$ cat src/lcdmt_pkg.sv
`timescale 1ns / 1ps
// ----------------------------------------------------------------------------
// lcdmt_pkg
// shared types and constants for the lcd mode and line timing block
// ----------------------------------------------------------------------------
package lcdmt_pkg;

  localparam int unsigned CfgCount     = 6;
  localparam int unsigned CfgAddrWidth = 5;
  localparam int unsigned CfgIdxWidth  = 3;

  localparam logic [CfgIdxWidth-1:0] REG_OAM_CYCLES      = 3'd0;
  localparam logic [CfgIdxWidth-1:0] REG_TRANSFER_CYCLES = 3'd1;
  localparam logic [CfgIdxWidth-1:0] REG_HBLANK_CYCLES   = 3'd2;
  localparam logic [CfgIdxWidth-1:0] REG_VBLANK_CYCLES   = 3'd3;
  localparam logic [CfgIdxWidth-1:0] REG_VISIBLE_LINES   = 3'd4;
  localparam logic [CfgIdxWidth-1:0] REG_TOTAL_LINES     = 3'd5;

  localparam logic [1:0] MODE_HBLANK = 2'd0;
  localparam logic [1:0] MODE_VBLANK = 2'd1;
  localparam logic [1:0] MODE_OAM    = 2'd2;
  localparam logic [1:0] MODE_XFER   = 2'd3;

  localparam logic [9:0] RST_OAM_CYCLES      = 10'd80;
  localparam logic [9:0] RST_TRANSFER_CYCLES = 10'd172;
  localparam logic [9:0] RST_HBLANK_CYCLES   = 10'd204;
  localparam logic [9:0] RST_VBLANK_CYCLES   = 10'd576;
  localparam logic [7:0] RST_VISIBLE_LINES   = 8'd144;
  localparam logic [7:0] RST_TOTAL_LINES     = 8'd154;

  typedef struct packed {
    logic [9:0] oam_cycles;
    logic [9:0] transfer_cycles;
    logic [9:0] hblank_cycles;
    logic [9:0] vblank_line_cycles;
    logic [7:0] visible_lines;
    logic [7:0] total_lines;
  } cfg_t;

  typedef struct packed {
    logic [7:0] cycles;
    logic       lcd_on;
    logic [7:0] compare_line;
    logic       hblank_int_en;
    logic       vblank_int_en;
    logic       oam_int_en;
    logic       match_int_en;
  } in_item_t;

  typedef struct packed {
    logic [1:0] mode;
    logic [7:0] line;
    logic       coincidence;
    logic       vblank_irq;
    logic       stat_irq;
    logic       draw_line;
    logic       hblank_start;
  } out_item_t;

endpackage

$ cat src/lcdmt_regs.sv
`timescale 1ns / 1ps
// ----------------------------------------------------------------------------
// lcdmt_regs
// apb configuration registers for the timing thresholds and line counts
// ----------------------------------------------------------------------------
module lcdmt_regs
  import lcdmt_pkg::*;
(
  input  logic                    clk_i,
  input  logic                    rst_ni,
  input  logic                    psel,
  input  logic                    penable,
  input  logic                    pwrite,
  input  logic [CfgAddrWidth-1:0] paddr,
  input  logic [31:0]             pwdata,
  output logic [31:0]             prdata,
  output logic                    pready,
  output cfg_t                    cfg_o
);

  cfg_t                   cfg_q;
  logic                   wr_en;
  logic [CfgIdxWidth-1:0] idx;

  assign pready = 1'b1;
  assign idx    = paddr[CfgAddrWidth-1:2];
  assign wr_en  = psel && penable && pwrite;

  always_ff @(posedge clk_i or negedge rst_ni) begin
    if (!rst_ni) begin
      cfg_q.oam_cycles         <= RST_OAM_CYCLES;
      cfg_q.transfer_cycles    <= RST_TRANSFER_CYCLES;
      cfg_q.hblank_cycles      <= RST_HBLANK_CYCLES;
      cfg_q.vblank_line_cycles <= RST_VBLANK_CYCLES;
      cfg_q.visible_lines      <= RST_VISIBLE_LINES;
      cfg_q.total_lines        <= RST_TOTAL_LINES;
    end else if (wr_en) begin
      case (idx)
        REG_OAM_CYCLES:      cfg_q.oam_cycles         <= pwdata[9:0];
        REG_TRANSFER_CYCLES: cfg_q.transfer_cycles    <= pwdata[9:0];
        REG_HBLANK_CYCLES:   cfg_q.hblank_cycles      <= pwdata[9:0];
        REG_VBLANK_CYCLES:   cfg_q.vblank_line_cycles <= pwdata[9:0];
        REG_VISIBLE_LINES:   cfg_q.visible_lines      <= pwdata[7:0];
        REG_TOTAL_LINES:     cfg_q.total_lines        <= pwdata[7:0];
        default: ;
      endcase
    end
  end

  always_comb begin
    case (idx)
      REG_OAM_CYCLES:      prdata = {22'd0, cfg_q.oam_cycles};
      REG_TRANSFER_CYCLES: prdata = {22'd0, cfg_q.transfer_cycles};
      REG_HBLANK_CYCLES:   prdata = {22'd0, cfg_q.hblank_cycles};
      REG_VBLANK_CYCLES:   prdata = {22'd0, cfg_q.vblank_line_cycles};
      REG_VISIBLE_LINES:   prdata = {24'd0, cfg_q.visible_lines};
      REG_TOTAL_LINES:     prdata = {24'd0, cfg_q.total_lines};
      default:             prdata = 32'd0;
    endcase
  end

  assign cfg_o = cfg_q;

endmodule

$ cat src/lcdmt_core.sv
`timescale 1ns / 1ps
// ----------------------------------------------------------------------------
// lcdmt_core
// mode, line, dot counter and match state with the single-step update logic
// ----------------------------------------------------------------------------
module lcdmt_core
  import lcdmt_pkg::*;
#(
  parameter int unsigned COUNTER_BITS = 16
) (
  input  logic      clk_i,
  input  logic      rst_ni,
  input  logic      step_i,
  input  in_item_t  item_i,
  input  cfg_t      cfg_i,
  output out_item_t result_o
);

  logic [1:0]              mode_q, mode_d;
  logic [7:0]              line_q, line_d;
  logic [COUNTER_BITS-1:0] dot_q, dot_d;
  logic                    match_q, match_d;

  logic [COUNTER_BITS:0]   dot_sum;
  logic [COUNTER_BITS-1:0] dot_sat;
  logic [COUNTER_BITS-1:0] need;
  logic                    take;
  logic [7:0]              line_inc;
  logic                    vb, st, draw, hbs;

  assign dot_sum  = {1'b0, dot_q} + (COUNTER_BITS+1)'(item_i.cycles);
  assign dot_sat  = dot_sum[COUNTER_BITS] ? '1 : dot_sum[COUNTER_BITS-1:0];
  assign line_inc = line_q + 8'd1;

  always_comb begin
    case (mode_q)
      MODE_HBLANK: need = COUNTER_BITS'(cfg_i.hblank_cycles);
      MODE_VBLANK: need = COUNTER_BITS'(cfg_i.vblank_line_cycles);
      MODE_OAM:    need = COUNTER_BITS'(cfg_i.oam_cycles);
      default:     need = COUNTER_BITS'(cfg_i.transfer_cycles);
    endcase
  end

  assign take = (dot_sat >= need);

  always_comb begin
    mode_d  = mode_q;
    line_d  = line_q;
    dot_d   = dot_sat;
    match_d = match_q;
    vb      = 1'b0;
    st      = 1'b0;
    draw    = 1'b0;
    hbs     = 1'b0;
    if (!item_i.lcd_on) begin
      mode_d = MODE_HBLANK;
      line_d = 8'd0;
      dot_d  = '0;
    end else begin
      if (take) begin
        dot_d = dot_sat - need;
        case (mode_q)
          MODE_HBLANK: begin
            line_d = line_inc;
            if (line_inc == cfg_i.visible_lines) begin
              mode_d = MODE_VBLANK;
              vb     = 1'b1;
              st     = item_i.vblank_int_en;
            end else begin
              mode_d = MODE_OAM;
              st     = item_i.oam_int_en;
            end
          end
          MODE_VBLANK: begin
            line_d = line_inc;
            if (line_inc == cfg_i.total_lines) begin
              line_d = 8'd0;
              mode_d = MODE_OAM;
              st     = item_i.oam_int_en;
            end
          end
          MODE_OAM: begin
            mode_d = MODE_XFER;
            st     = item_i.oam_int_en;
          end
          default: begin
            mode_d = MODE_HBLANK;
            draw   = 1'b1;
            hbs    = 1'b1;
            st     = item_i.hblank_int_en;
          end
        endcase
      end
      if (line_d != line_q) begin
        match_d = (line_d == item_i.compare_line);
        if (match_d && item_i.match_int_en) begin
          st = 1'b1;
        end
      end
    end
  end

  always_ff @(posedge clk_i or negedge rst_ni) begin
    if (!rst_ni) begin
      mode_q  <= MODE_HBLANK;
      line_q  <= 8'd0;
      dot_q   <= '0;
      match_q <= 1'b0;
    end else if (step_i) begin
      mode_q  <= mode_d;
      line_q  <= line_d;
      dot_q   <= dot_d;
      match_q <= match_d;
    end
  end

  assign result_o.mode         = mode_d;
  assign result_o.line         = line_d;
  assign result_o.coincidence  = match_d;
  assign result_o.vblank_irq   = vb;
  assign result_o.stat_irq     = st;
  assign result_o.draw_line    = draw;
  assign result_o.hblank_start = hbs;

  a_off_clears: assert property (@(posedge clk_i) disable iff (!rst_ni)
    (step_i && !item_i.lcd_on) |=> (mode_q == MODE_HBLANK && line_q == 8'd0 && dot_q == '0))
    else $error("lcd off did not clear mode, line and dot counter");

  a_vb_mode: assert property (@(posedge clk_i) disable iff (!rst_ni)
    (step_i && vb) |=> (mode_q == MODE_VBLANK))
    else $error("vblank pulse without entering vblank");

  a_draw_hbs: assert property (@(posedge clk_i) disable iff (!rst_ni)
    (step_i && draw) |=> (mode_q == MODE_HBLANK && $past(mode_q) == MODE_XFER))
    else $error("draw strobe outside transfer to hblank transition");

endmodule

$ cat src/lcd_mode_line_timing_top.sv
`timescale 1ns / 1ps
// ----------------------------------------------------------------------------
// lcd_mode_line_timing_top
// lcd mode and line sequencer with apb configuration and valid/stall channels
// ----------------------------------------------------------------------------
// Takes one transaction per clock while in_stall_o is low. An accepted item sits
// in an input register, where the combinational state update (saturating dot
// counter add, threshold compare and subtract, mode and line step) produces its
// result into the output register; the item is held in the input register while
// the output is stalled. The input side keeps accepting while a finished result
// waits, as long as the output register is free or being drained in the same
// cycle. The user must write configuration over apb only while the block is
// idle; the block itself does not enforce this.
module lcd_mode_line_timing_top
  import lcdmt_pkg::*;
#(
  parameter int unsigned COUNTER_BITS = 16
) (
  input  logic                    clk_i,
  input  logic                    rst_ni,
  input  logic                    in_valid_i,
  output logic                    in_stall_o,
  input  in_item_t                in_data_i,
  output logic                    out_valid_o,
  input  logic                    out_stall_i,
  output out_item_t               out_data_o,
  input  logic                    psel,
  input  logic                    penable,
  input  logic                    pwrite,
  input  logic [CfgAddrWidth-1:0] paddr,
  input  logic [31:0]             pwdata,
  output logic [31:0]             prdata,
  output logic                    pready
);

  cfg_t      cfg;
  in_item_t  in_q;
  logic      in_valid_q;
  out_item_t out_q;
  logic      out_valid_q;
  out_item_t result;
  logic      out_free;
  logic      step;
  logic      in_take;

  assign out_free   = !out_valid_q || !out_stall_i;
  assign step       = in_valid_q && out_free;
  assign in_stall_o = in_valid_q && !out_free;
  assign in_take    = in_valid_i && !in_stall_o;

  lcdmt_regs u_regs (
    .clk_i   (clk_i),
    .rst_ni  (rst_ni),
    .psel    (psel),
    .penable (penable),
    .pwrite  (pwrite),
    .paddr   (paddr),
    .pwdata  (pwdata),
    .prdata  (prdata),
    .pready  (pready),
    .cfg_o   (cfg)
  );

  lcdmt_core #(
    .COUNTER_BITS (COUNTER_BITS)
  ) u_core (
    .clk_i    (clk_i),
    .rst_ni   (rst_ni),
    .step_i   (step),
    .item_i   (in_q),
    .cfg_i    (cfg),
    .result_o (result)
  );

  always_ff @(posedge clk_i or negedge rst_ni) begin
    if (!rst_ni) begin
      in_valid_q <= 1'b0;
    end else if (!in_stall_o) begin
      in_valid_q <= in_valid_i;
    end
  end

  always_ff @(posedge clk_i) begin
    if (in_take) begin
      in_q <= in_data_i;
    end
  end

  always_ff @(posedge clk_i or negedge rst_ni) begin
    if (!rst_ni) begin
      out_valid_q <= 1'b0;
    end else if (out_free) begin
      out_valid_q <= in_valid_q;
    end
  end

  always_ff @(posedge clk_i) begin
    if (step) begin
      out_q <= result;
    end
  end

  assign out_valid_o = out_valid_q;
  assign out_data_o  = out_q;

  a_stall_only_full: assert property (@(posedge clk_i) disable iff (!rst_ni)
    in_stall_o |-> (in_valid_q && out_valid_q && out_stall_i))
    else $error("input stalled while the pipeline can advance");

  a_step_fills_out: assert property (@(posedge clk_i) disable iff (!rst_ni)
    step |=> out_valid_q)
    else $error("stepped item did not reach the output register");

  a_off_result: assert property (@(posedge clk_i) disable iff (!rst_ni)
    (step && !in_q.lcd_on) |=> (out_q.mode == MODE_HBLANK && out_q.line == 8'd0
      && !out_q.stat_irq && !out_q.vblank_irq && !out_q.draw_line))
    else $error("lcd off transaction produced a non-idle result");

endmodule
$ cat config.mk
export PLATFORM = sky130hd
export DESIGN_NAME = lcd_mode_line_timing_top
export DESIGN_NICKNAME = d
export VERILOG_FILES = /design/src/lcdmt_pkg.sv /design/src/lcdmt_regs.sv /design/src/lcdmt_core.sv /design/src/lcd_mode_line_timing_top.sv
export SDC_FILE = /design/constraint.sdc
export NUM_CORES = 1
export LEC_CHECK = 0
export BUFFER_PORTS_ARGS = -buffer_cell sky130_fd_sc_hd__clkbuf_2
export CAP_MARGIN = 15
export CORE_MARGIN = 5
export CORE_UTILIZATION = 30
export DETAILED_ROUTE_END_ITERATION = 12
export PLACE_DENSITY = 0.56
export SLEW_MARGIN = 5
export SYNTH_ARGS = -nofsm -noshare
export SYNTH_HDL_FRONTEND = slang
export SYNTH_SLANG_ARGS = --single-unit
$ cat constraint.sdc
create_clock -name clk_i -period 4.5 [get_ports clk_i]
set_input_delay 1.35 -clock clk_i [delete_from_list [all_inputs] [get_ports clk_i]]
set_output_delay 1.35 -clock clk_i [all_outputs]
set_load 0.02 [all_outputs]
==> impl_metrics.tcl, run 1 <==
set metrics [dict create \
    outcome "finished, violations left" \
    violations "setup timing" \
    cts_buffer_depth 2 \
    path_depth 21 \
    period_needed_ns 4.58 \
    fmax_mhz 218 \
    dp.cells 1145 \
    r2r_cells 21 \
    grt_pass1_wl_um 32900 \
    yosys_register_bits 120 \
    nets 929 \
    wirelength_um 20500 \
    slew_headroom_pct 37.3 \
    ys_warn_count 0 \
    r2r_setup_slack_ns -0.08 \
    clock-root-buffer "clkbuf_16" \
    worst_slew_pin_slew_ns 0.940 \
    critPathCapture "out_data_o[2]" \
    syn_to_final_growth_pct 25.8 \
    diodes 0 \
    dpl.hpwl_um 15300 \
    total_leakage_power_nw 4.16 \
    pwr-share-comb_pct 54.0 \
    cellPowerDensity_mw_per_mm2 662 \
    vias 5870 \
    cts_hold_buffers 0 \
    critPathSlowestCell "or4_4" \
    max_stage_delay_ns 0.50 \
    syn_avg_cell_area_um2 10.9 \
    path_delay_family "compound AO/OA/AOI/OAI gates" \
    synth_ff_type "dfrtp_1" \
    rsz0062_at_grt "true" \
    gp_congestion 0.845 \
    nFillCells 2519 \
    synthTopCellsByArea "dfrtp_1 22%, edfxtp_1 14%, mux2_2 9.4%, dfstp_2 6.2%, mux4_2 3.8%" \
    crit_path_start_kind "flip-flop" \
    syn_inst 703 \
    clkPwrFrac_pct 21.6 \
    synth_top_area_cell "dfrtp_1" \
    die_height_um 170 \
    hold_viol 0 \
    syn_area_mm2 0.00765 \
    final_cells 1186 \
    regArea_mm2 0.00320 \
    clk_pin_slew_ns 0.06 \
    die_w_um 170 \
    cp_data_arrival_time_ns 4.85 \
    async_flop_share_pct 70.8 \
    setup_viol 2 \
    path_max_fanout 5 \
    core-area_mm2 0.0251 \
    timing.final.max_slew_violations 0 \
    avgViaCountPerCell 4.95 \
    ys_seq_area_share_pct 41.9 \
    drive_above_1_share_pct 40.1 \
    antenna_found_initial 0 \
    wl_per_cell_um 17.2 \
    drv_cap 0 \
    drt-pass1-iter-count 5 \
    clock_latency_ns 0.43 \
    r2r_start "in_q[13]" \
    io_buffers 67 \
    synth_top_cell_area_share_pct 21.9 \
    boundaryPins 115 \
    grt_pass1_vias 5922 \
    initial_utilization_pct 30.5 \
    yosysUniqueCellTypes 85 \
    cts_tree "yes" \
    std_cell_rows 58 \
    grt_use_total_pct 14.4 \
    finalCritPeriodShare_pct 102 \
    hp-class "flip-flop to flip-flop" \
    grt_max_degree 70 \
    htree_levels 4 \
    dr.first_iter.drc_count 344 \
    path_buf_inv 3 \
    finish.utilization_pct 38.3 \
    seqPwrFrac_pct 24.4 \
    multi_input_area_mm2 0.00430 \
    drc 0 \
    dieArea_mm2 0.0288 \
    min_from "in_valid_q" \
    synth_edf_count 35 \
    swShare_pct 38.5 \
    critPathCaptureType "flip-flop" \
    crit_start "in_q[13]" \
    internal-power_mw 3.92 \
    dp_slack_ns -0.307 \
    clock_skew_ns 0.0137 \
    overflow 0 \
    crit_required_ns 4.77 \
    clkSinkCount 120 \
    switchingPower_mw 2.45 \
    layout_setup_ws_ns -0.0790 \
    ant_nets 0 \
    r2r_end "out_data_o[2]" \
    cts_buffers 17 \
    ir_worst_vdd_mv 0.341 \
    cp_cell_sequence "ha_2 > fa_2 > a211oi_2 > o21a_2 > a211oi_2 > nand3_2 > buf_6 > nand2_4 > ha_4 > buf_4 > o21a_1 > o31ai_2 > a21oi_2 > o221ai_4 > o211a_4 > buf_6 > a211o_4 > a22o_4 > xor2_1 > or4_4 > o22ai_2" \
    path_class "flip-flop to flip-flop" \
    ys_top_cells_by_count "67 x dfrtp_1, 67 x nand2_1, 64 x mux2_2" \
]
[registers in the layout, indices dropped and copies added, names as in the netlist]
register and flops:
in_q 21, in_valid_q 1, out_data_o 14, out_valid_o 1, u_core.dot_q 16, u_core.line_q 8, u_core.match_q 1, u_core.mode_q 2
u_regs.cfg_o 56
[cells by family (layout without fill, tap and decap cells)]
logic type	count (synthesis)	in the layout	synth area share [%]
compound gates	140	140	13.8
xor+xnor	44	44	5.97
fa+ha+maj	21	21	3.63
buf+inv	83	215	6.46
flops	120	120	41.9
mux	94	94	15.5
other cells	2	23	0.0982
simple gates	199	199	12.7
[worst min path at each step]
stage / slack [ns] / cells after the start / to
3_5_place_dp: 0.48 / 1 / out_valid_o
4_1_cts: 0.49 / 1 / out_valid_o
2_1_floorplan: 0.45 / 2 / u_core.dot_q[2]
3_3_place_gp: 0.46 / 1 / out_valid_o
5_1_grt: 0.52 / 2 / u_core.dot_q[4]
6_report: 0.49 / 1 / out_valid_o
[area by class of cell]
cell class,instances,share of cell area (%)
clock buffers,19,4.72
multi-input cells,521,44.7
flip-flops and latches,120,33.3
clock inverters,13,1.38
well taps,330,4.29
repair buffers,157,10.7
inverters,26,1.01
[metal layers]
metal / vias up / share of wire, % / GRT usage (%)
li1: 2815 / - / -
met1: 2898 / 46 / 19.5
met2: 134 / 49 / 24.0
met3: 23 / 3.3 / 2.03
met4: 0 / 1.5 / 4.55
met5: - / 0 / 0
[worst register-to-register path, stage by stage (launching register included)]
cell and delay [ns]:
edfxtp_1 0.39, ha_2 0.22, fa_2 0.35, a211oi_2 0.24, o21a_2 0.21, a211oi_2 0.10, nand3_2 0.11, buf_6 0.15
nand2_4 0.07, ha_4 0.27, buf_4 0.10, o21a_1 0.13, o31ai_2 0.08, a21oi_2 0.24, o221ai_4 0.13, o211a_4 0.18
buf_6 0.12, a211o_4 0.32, a22o_4 0.23, xor2_1 0.14, or4_4 0.50, o22ai_2 0.14
[power groups by stage]
stage | clock network [mW] | logic (mW) | registers (mW)
floorplan | 0 | 2.20 | 1.51
global placement | 0 | 3.11 | 1.57
detailed placement | 0 | 3.13 | 1.58
CTS | 1.40 | 3.34 | 1.56
global route | 1.45 | 3.80 | 1.58
finish | 1.38 | 3.44 | 1.55
[cell usage in the layout (no fill, tap or decap), types with 8 or more instances in the layout]
master	netlist	layout
buf_4	25	88
dfstp_2	18	18
dfrtp_1	67	67
mux2i_1	17	16
inv_1	26	25
xnor2_1	20	20
o21ai_0	31	30
xor2_1	19	18
a21oi_1	25	23
clkbuf_2	0	66
clkbuf_16	0	18
nor3_1	8	8
and2_1	8	8
conb_1	2	23
nor2_1	54	51
mux2_2	64	63
edfxtp_1	35	35
nand2_1	67	62
nand4_1	10	10
mux4_2	13	13
ha_1	19	10
[what timing repair did]
action | in CTS | in global routing
setup endpoints to repair | 4 | 4
gates cloned | 1 | 0
pin swaps | 19 | 12
gates resized for setup | 28 | 10
buffers inserted | 4 | 4
[per-stage QoR]
| step | hold WS [ns] | setup TNS [ns] | cell area (µm²) | power, mW |
|---|---|---|---|---|
| after floorplan | 0.454 | 0 | 7820 | 3.71 |
| after global placement | 0.463 | -0.642 | 8770 | 4.68 |
| after detailed placement | 0.476 | -0.890 | 8770 | 4.71 |
| after CTS | 0.490 | -0.232 | 9540 | 6.30 |
| after global routing | 0.517 | -0.808 | 9620 | 6.84 |
| final | 0.487 | -0.0963 | 9620 | 6.37 |
(Power assumes the default switching activity.)
==> run 2, diff against run 1 <==
Settings changed: RECOVER_POWER set to 50.
==> impl_metrics.tcl, run 2 (synthesized netlist as in run 1, its figures left out) <==
set metrics [dict create \
    outcome "finished, violations left" \
    violations "capacitance limit, slew limit, setup timing" \
    drive_above_1_share_pct 39.0 \
    initial_utilization_pct 30.5 \
    ir_worst_vdd_mv 0.341 \
    place_area_mm2 0.00877 \
    fin_area_mm2 0.00959 \
    final_common_cell "buf_4" \
    cts_hold_buffers 0 \
    avgViaCountPerCell 4.95 \
    regArea_mm2 0.00320 \
    clk_pin_slew_ns 0.06 \
    crit_path_start_kind "flip-flop" \
    min_to "out_valid_o" \
    r2r_setup_slack_ns -0.08 \
    setup_viol 2 \
    layout_common_cells "83 x buf_4, 67 x dfrtp_1, 63 x mux2_2" \
    layout_setup_ws_ns -0.0785 \
    dieArea_mm2 0.0288 \
    timing.hold.ws_ns 0.486 \
    core-area_mm2 0.0251 \
    final_cells 1186 \
    die_w_um 170 \
    cp_data_arrival_time_ns 4.85 \
    dp.cells 1145 \
    diodes 0 \
    nets 929 \
    grt_pass1_wl_um 32900 \
    hold_viol 0 \
    clkSinkCount 120 \
    drt-pass1-iter-count 6 \
    clock_skew_ns 0.0129 \
    hold_depth 1 \
    min_from "in_valid_q" \
    boundaryPins 115 \
    r2r_start "in_q[13]" \
    ant_nets 0 \
    dpl.hpwl_um 15300 \
    clock_latency_ns 0.43 \
    period_needed_ns 4.58 \
    r2r_end "out_data_o[2]" \
    drc 0 \
    finish.utilization_pct 38.2 \
    grt_use_total_pct 14.4 \
    total_power_mw 6.37 \
    clock-root-buffer "clkbuf_16" \
    path_buf_inv 1 \
    finalSetupTns_ns -0.0957 \
    path_delay_family "compound AO/OA/AOI/OAI gates" \
    cp_cell_sequence "ha_2 > fa_2 > a211oi_2 > o21a_2 > a21oi_4 > nand3_2 > nor2_4 > nor2_4 > ha_2 > fa_2 > nor2b_4 > o31ai_2 > a21oi_2 > o221ai_4 > o211a_4 > buf_6 > a211o_4 > a22o_4 > xor2_1 > or4_4 > o22ai_2" \
    cts_buffer_depth 2 \
    cts_tree "yes" \
    std_cell_rows 58 \
    path_max_fanout 4 \
    io_buffers 67 \
    wirelength_um 20500 \
    slew_headroom_pct -23.1 \
    htree_levels 4 \
    total_leakage_power_nw 4.12 \
    nFillCells 2529 \
    largest_reg_flops 56 \
    drv_cap 1 \
    syn_to_final_growth_pct 25.5 \
    worst_slew_pin_slew_ns 1.85 \
    path_depth 21 \
    gp_congestion 0.845 \
    crit_required_ns 4.77 \
    max_stage_delay_ns 0.50 \
    dp_slack_ns -0.307 \
    grt_max_degree 70 \
    multi_input_area_mm2 0.00430 \
    grt_pass1_vias 5922 \
    timing.final.max_slew_violations 70 \
    path_class "flip-flop to flip-flop" \
    cts_buffers 17 \
    hp-class "flip-flop to flip-flop" \
    antenna_found_initial 0 \
    vias 5867 \
    r2r_cells 21 \
    finalCritPeriodShare_pct 102 \
    rsz0062_at_grt "true" \
    critPathSlowestCell "or4_4" \
    die_height_um 170 \
    critPathCaptureType "flip-flop" \
    wl_per_cell_um 17.3 \
    fmax_mhz 218 \
    dr.first_iter.drc_count 367 \
    cellPowerDensity_mw_per_mm2 664 \
    overflow 0 \
    crit_start "in_q[13]" \
]
-- run 2: changes by cell type in the layout (fill, tap and decap cells not counted) --
cell / change
buf_4: -5
and2_1: -1
and2_0: +1
clkbuf_2: -4
clkbuf_1: +9
-- run 2: timing repair --
item                       4_1_cts  5_1_grt
buffers inserted                 4        4
cloned                           1        0
hold endpoints to repair         0        0
gates resized for setup         28       10
pin swaps                       19       12
setup endpoints to repair        4        4
-- run 2: cell type report --
type                       instances  area share [%]
multi-input combinational        521            44.8
clock inverter                    13            1.38
timing repair buffer             157            10.4
inverter                          26            1.02
tap                              330            4.30
clock buffer                      19            4.73
sequential                       120            33.4
-- run 2: where the power goes --
group          internal [mW]  switching (mW)  total [mW]
combinational           1.75            1.69        3.44
sequential              1.36           0.195        1.56
clock                  0.809           0.565        1.37
-- run 2: metal layers --
layer  share of wire, %  vias up  global-route usage (%)
met5                  0        -                       0
met4                1.5        0                    4.55
met3                3.3       23                    2.03
met2                 49      134                    24.0
met1                 46     2891                    19.5
li1                   -     2819                       -
-- run 2: worst max path at each step --
stage	endpoint	slack, ns
floorplan	out_data_o[2]	0.02
global placement	out_data_o[2]	-0.24
detailed placement	out_data_o[2]	-0.31
CTS	out_data_o[2]	-0.11
global route	out_data_o[2]	-0.28
finish	out_data_o[2]	-0.08
==> run 3, diff against run 2 <==
Settings changed: ABC_CLOCK_PERIOD_IN_PS set to 4500, CORE_UTILIZATION 30 to 52, PLACE_DENSITY 0.56 to 0.84.
==> impl_metrics.tcl, run 3 (synthesized netlist as in run 1, its figures left out) <==
set metrics [dict create \
    final_common_cell "buf_4" \
    io_buffers 67 \
    dpl.hpwl_um 13700 \
    grt_max_degree 86 \
    syn_to_final_growth_pct 23.5 \
    max_stage_delay_ns 0.47 \
    ant_nets 0 \
    timing.final.max_slew_violations 69 \
    hp-class "flip-flop to flip-flop" \
    wl_per_cell_um 19.5 \
    r2r_setup_slack_ns -0.12 \
    cts_buffers 17 \
    ir_worst_vdd_mv 0.425 \
    drc 0 \
    diodes 0 \
    grt_pass1_wl_um 32300 \
    critPathSlowestCell "or4_4" \
    cellPowerDensity_mw_per_mm2 701 \
    initial_utilization_pct 52.8 \
    clk_pin_slew_ns 0.06 \
    avgViaCountPerCell 6.08 \
    grt_pass1_vias 6382 \
    crit_path_start_kind "flip-flop" \
    drt-pass1-iter-count 6 \
    r2r_start "u_core.dot_q[0]" \
    drv_cap 1 \
    cts_tree "yes" \
    setup_viol 4 \
    timing.hold.ws_ns 0.483 \
    clock_latency_ns 0.42 \
    critPathCaptureType "flip-flop" \
    die_w_um 131 \
    drive_above_1_share_pct 38.4 \
    total_leakage_power_nw 4.11 \
    rsz0062_at_grt "true" \
    core-area_mm2 0.0145 \
    vias 6293 \
    min_to "out_valid_o" \
    crit_required_ns 4.76 \
    std_cell_rows 44 \
    worst_slew_pin_slew_ns 1.66 \
    antenna_found_initial 0 \
    hold_depth 1 \
    path_class "flip-flop to flip-flop" \
    clkSinkCount 120 \
    violations "capacitance limit, slew limit, setup timing" \
    fmax_mhz 217 \
    cp_cell_sequence "ha_2 > fa_2 > a211oi_2 > o21a_2 > a21oi_4 > nand3_4 > nor2_4 > nor2_4 > ha_4 > fa_2 > nor2b_4 > o31ai_4 > a21oi_2 > o221ai_2 > o211a_4 > a21o_4 > buf_6 > a2111oi_4 > o211ai_1 > or4_4 > o22ai_2" \
    finalCritPeriodShare_pct 103 \
    gp_congestion 0.903 \
    cts_buffer_depth 2 \
    boundaryPins 115 \
    nets 924 \
    overflow 0 \
    path_buf_inv 1 \
    period_needed_ns 4.62 \
    dieArea_mm2 0.0172 \
    hold_viol 0 \
    htree_levels 4 \
    layout_setup_ws_ns -0.118 \
    largest_reg_flops 56 \
    clock-root-buffer "clkbuf_16" \
    slew_headroom_pct -10.4 \
    dr.first_iter.drc_count 652 \
    dp_slack_ns -0.324 \
    clock_skew_ns 0.00915 \
    grt_use_total_pct 22.9 \
    path_max_fanout 5 \
    cts_hold_buffers 0 \
    outcome "finished, violations left" \
    path_depth 21 \
    min_from "in_valid_q" \
    layout_common_cells "77 x buf_4, 67 x dfrtp_1, 65 x nand2_1" \
    wirelength_um 20200 \
    cp_data_arrival_time_ns 4.88 \
    r2r_end "out_data_o[2]" \
    r2r_cells 21 \
    die_height_um 131 \
    path_delay_family "compound AO/OA/AOI/OAI gates" \
]
==> run 3: final cells by class <==
cell class | instances | area, µm²
clock buffers | 22 | 487
clock inverters | 10 | 118
fillers | 1035 | 5040
inverters | 26 | 97.6
multi-input cells | 521 | 4350
flip-flops and latches | 120 | 3200
well taps | 184 | 230
repair buffers | 152 | 961
==> run 3: metrics by stage <==
step	util (%)	instance area, µm²	TNS, ns	instances	total power, mW
after detailed placement	58.3	8440	-0.913	979	4.61
after global placement	58.3	8440	-0.280	979	4.50
after CTS	64.2	9300	-0.0753	1028	6.26
after floorplan	-	7820	0	724	3.71
final	65.2	9440	-0.185	1035	6.61
after global routing	65.2	9440	-0.738	1035	6.99
==> run 3: power by group <==
part / total [mW] / switching [mW] / internal [mW]
Clock: 1.38 / 0.495 / 0.880
Sequential: 1.59 / 0.226 / 1.36
Combinational: 3.65 / 1.83 / 1.82
Total: 6.61 / 2.55 / 4.06
==> run 3: repair_timing <==
action / 4_1_cts / 5_1_grt
endpoints found under the setup margin: 5 / 9
pin swaps: 15 / 13
gates cloned: 1 / 0
gates resized for setup: 24 / 21
buffers inserted: 16 / 7
==> run 3: how the worst max path moves through the flow <==
stage / slack (ns) / endpoint / startpoint
floorplan: 0.02 / out_data_o[2] / u_core.dot_q[0]
finish: -0.12 / out_data_o[2] / u_core.dot_q[0]
global placement: -0.15 / out_data_o[2] / u_core.dot_q[0]
CTS: -0.07 / out_data_o[2] / in_q[13]
detailed placement: -0.32 / out_data_o[2] / u_core.dot_q[0]
global route: -0.24 / out_data_o[2] / in_q[18]
==> run 3: metal layers <==
metal / part of all wire, % / track usage [%]
met1: 38 / 27.9
met4: 3.5 / 10.4
met2: 50 / 38.2
met5: 0 / 0
met3: 8.0 / 5.93
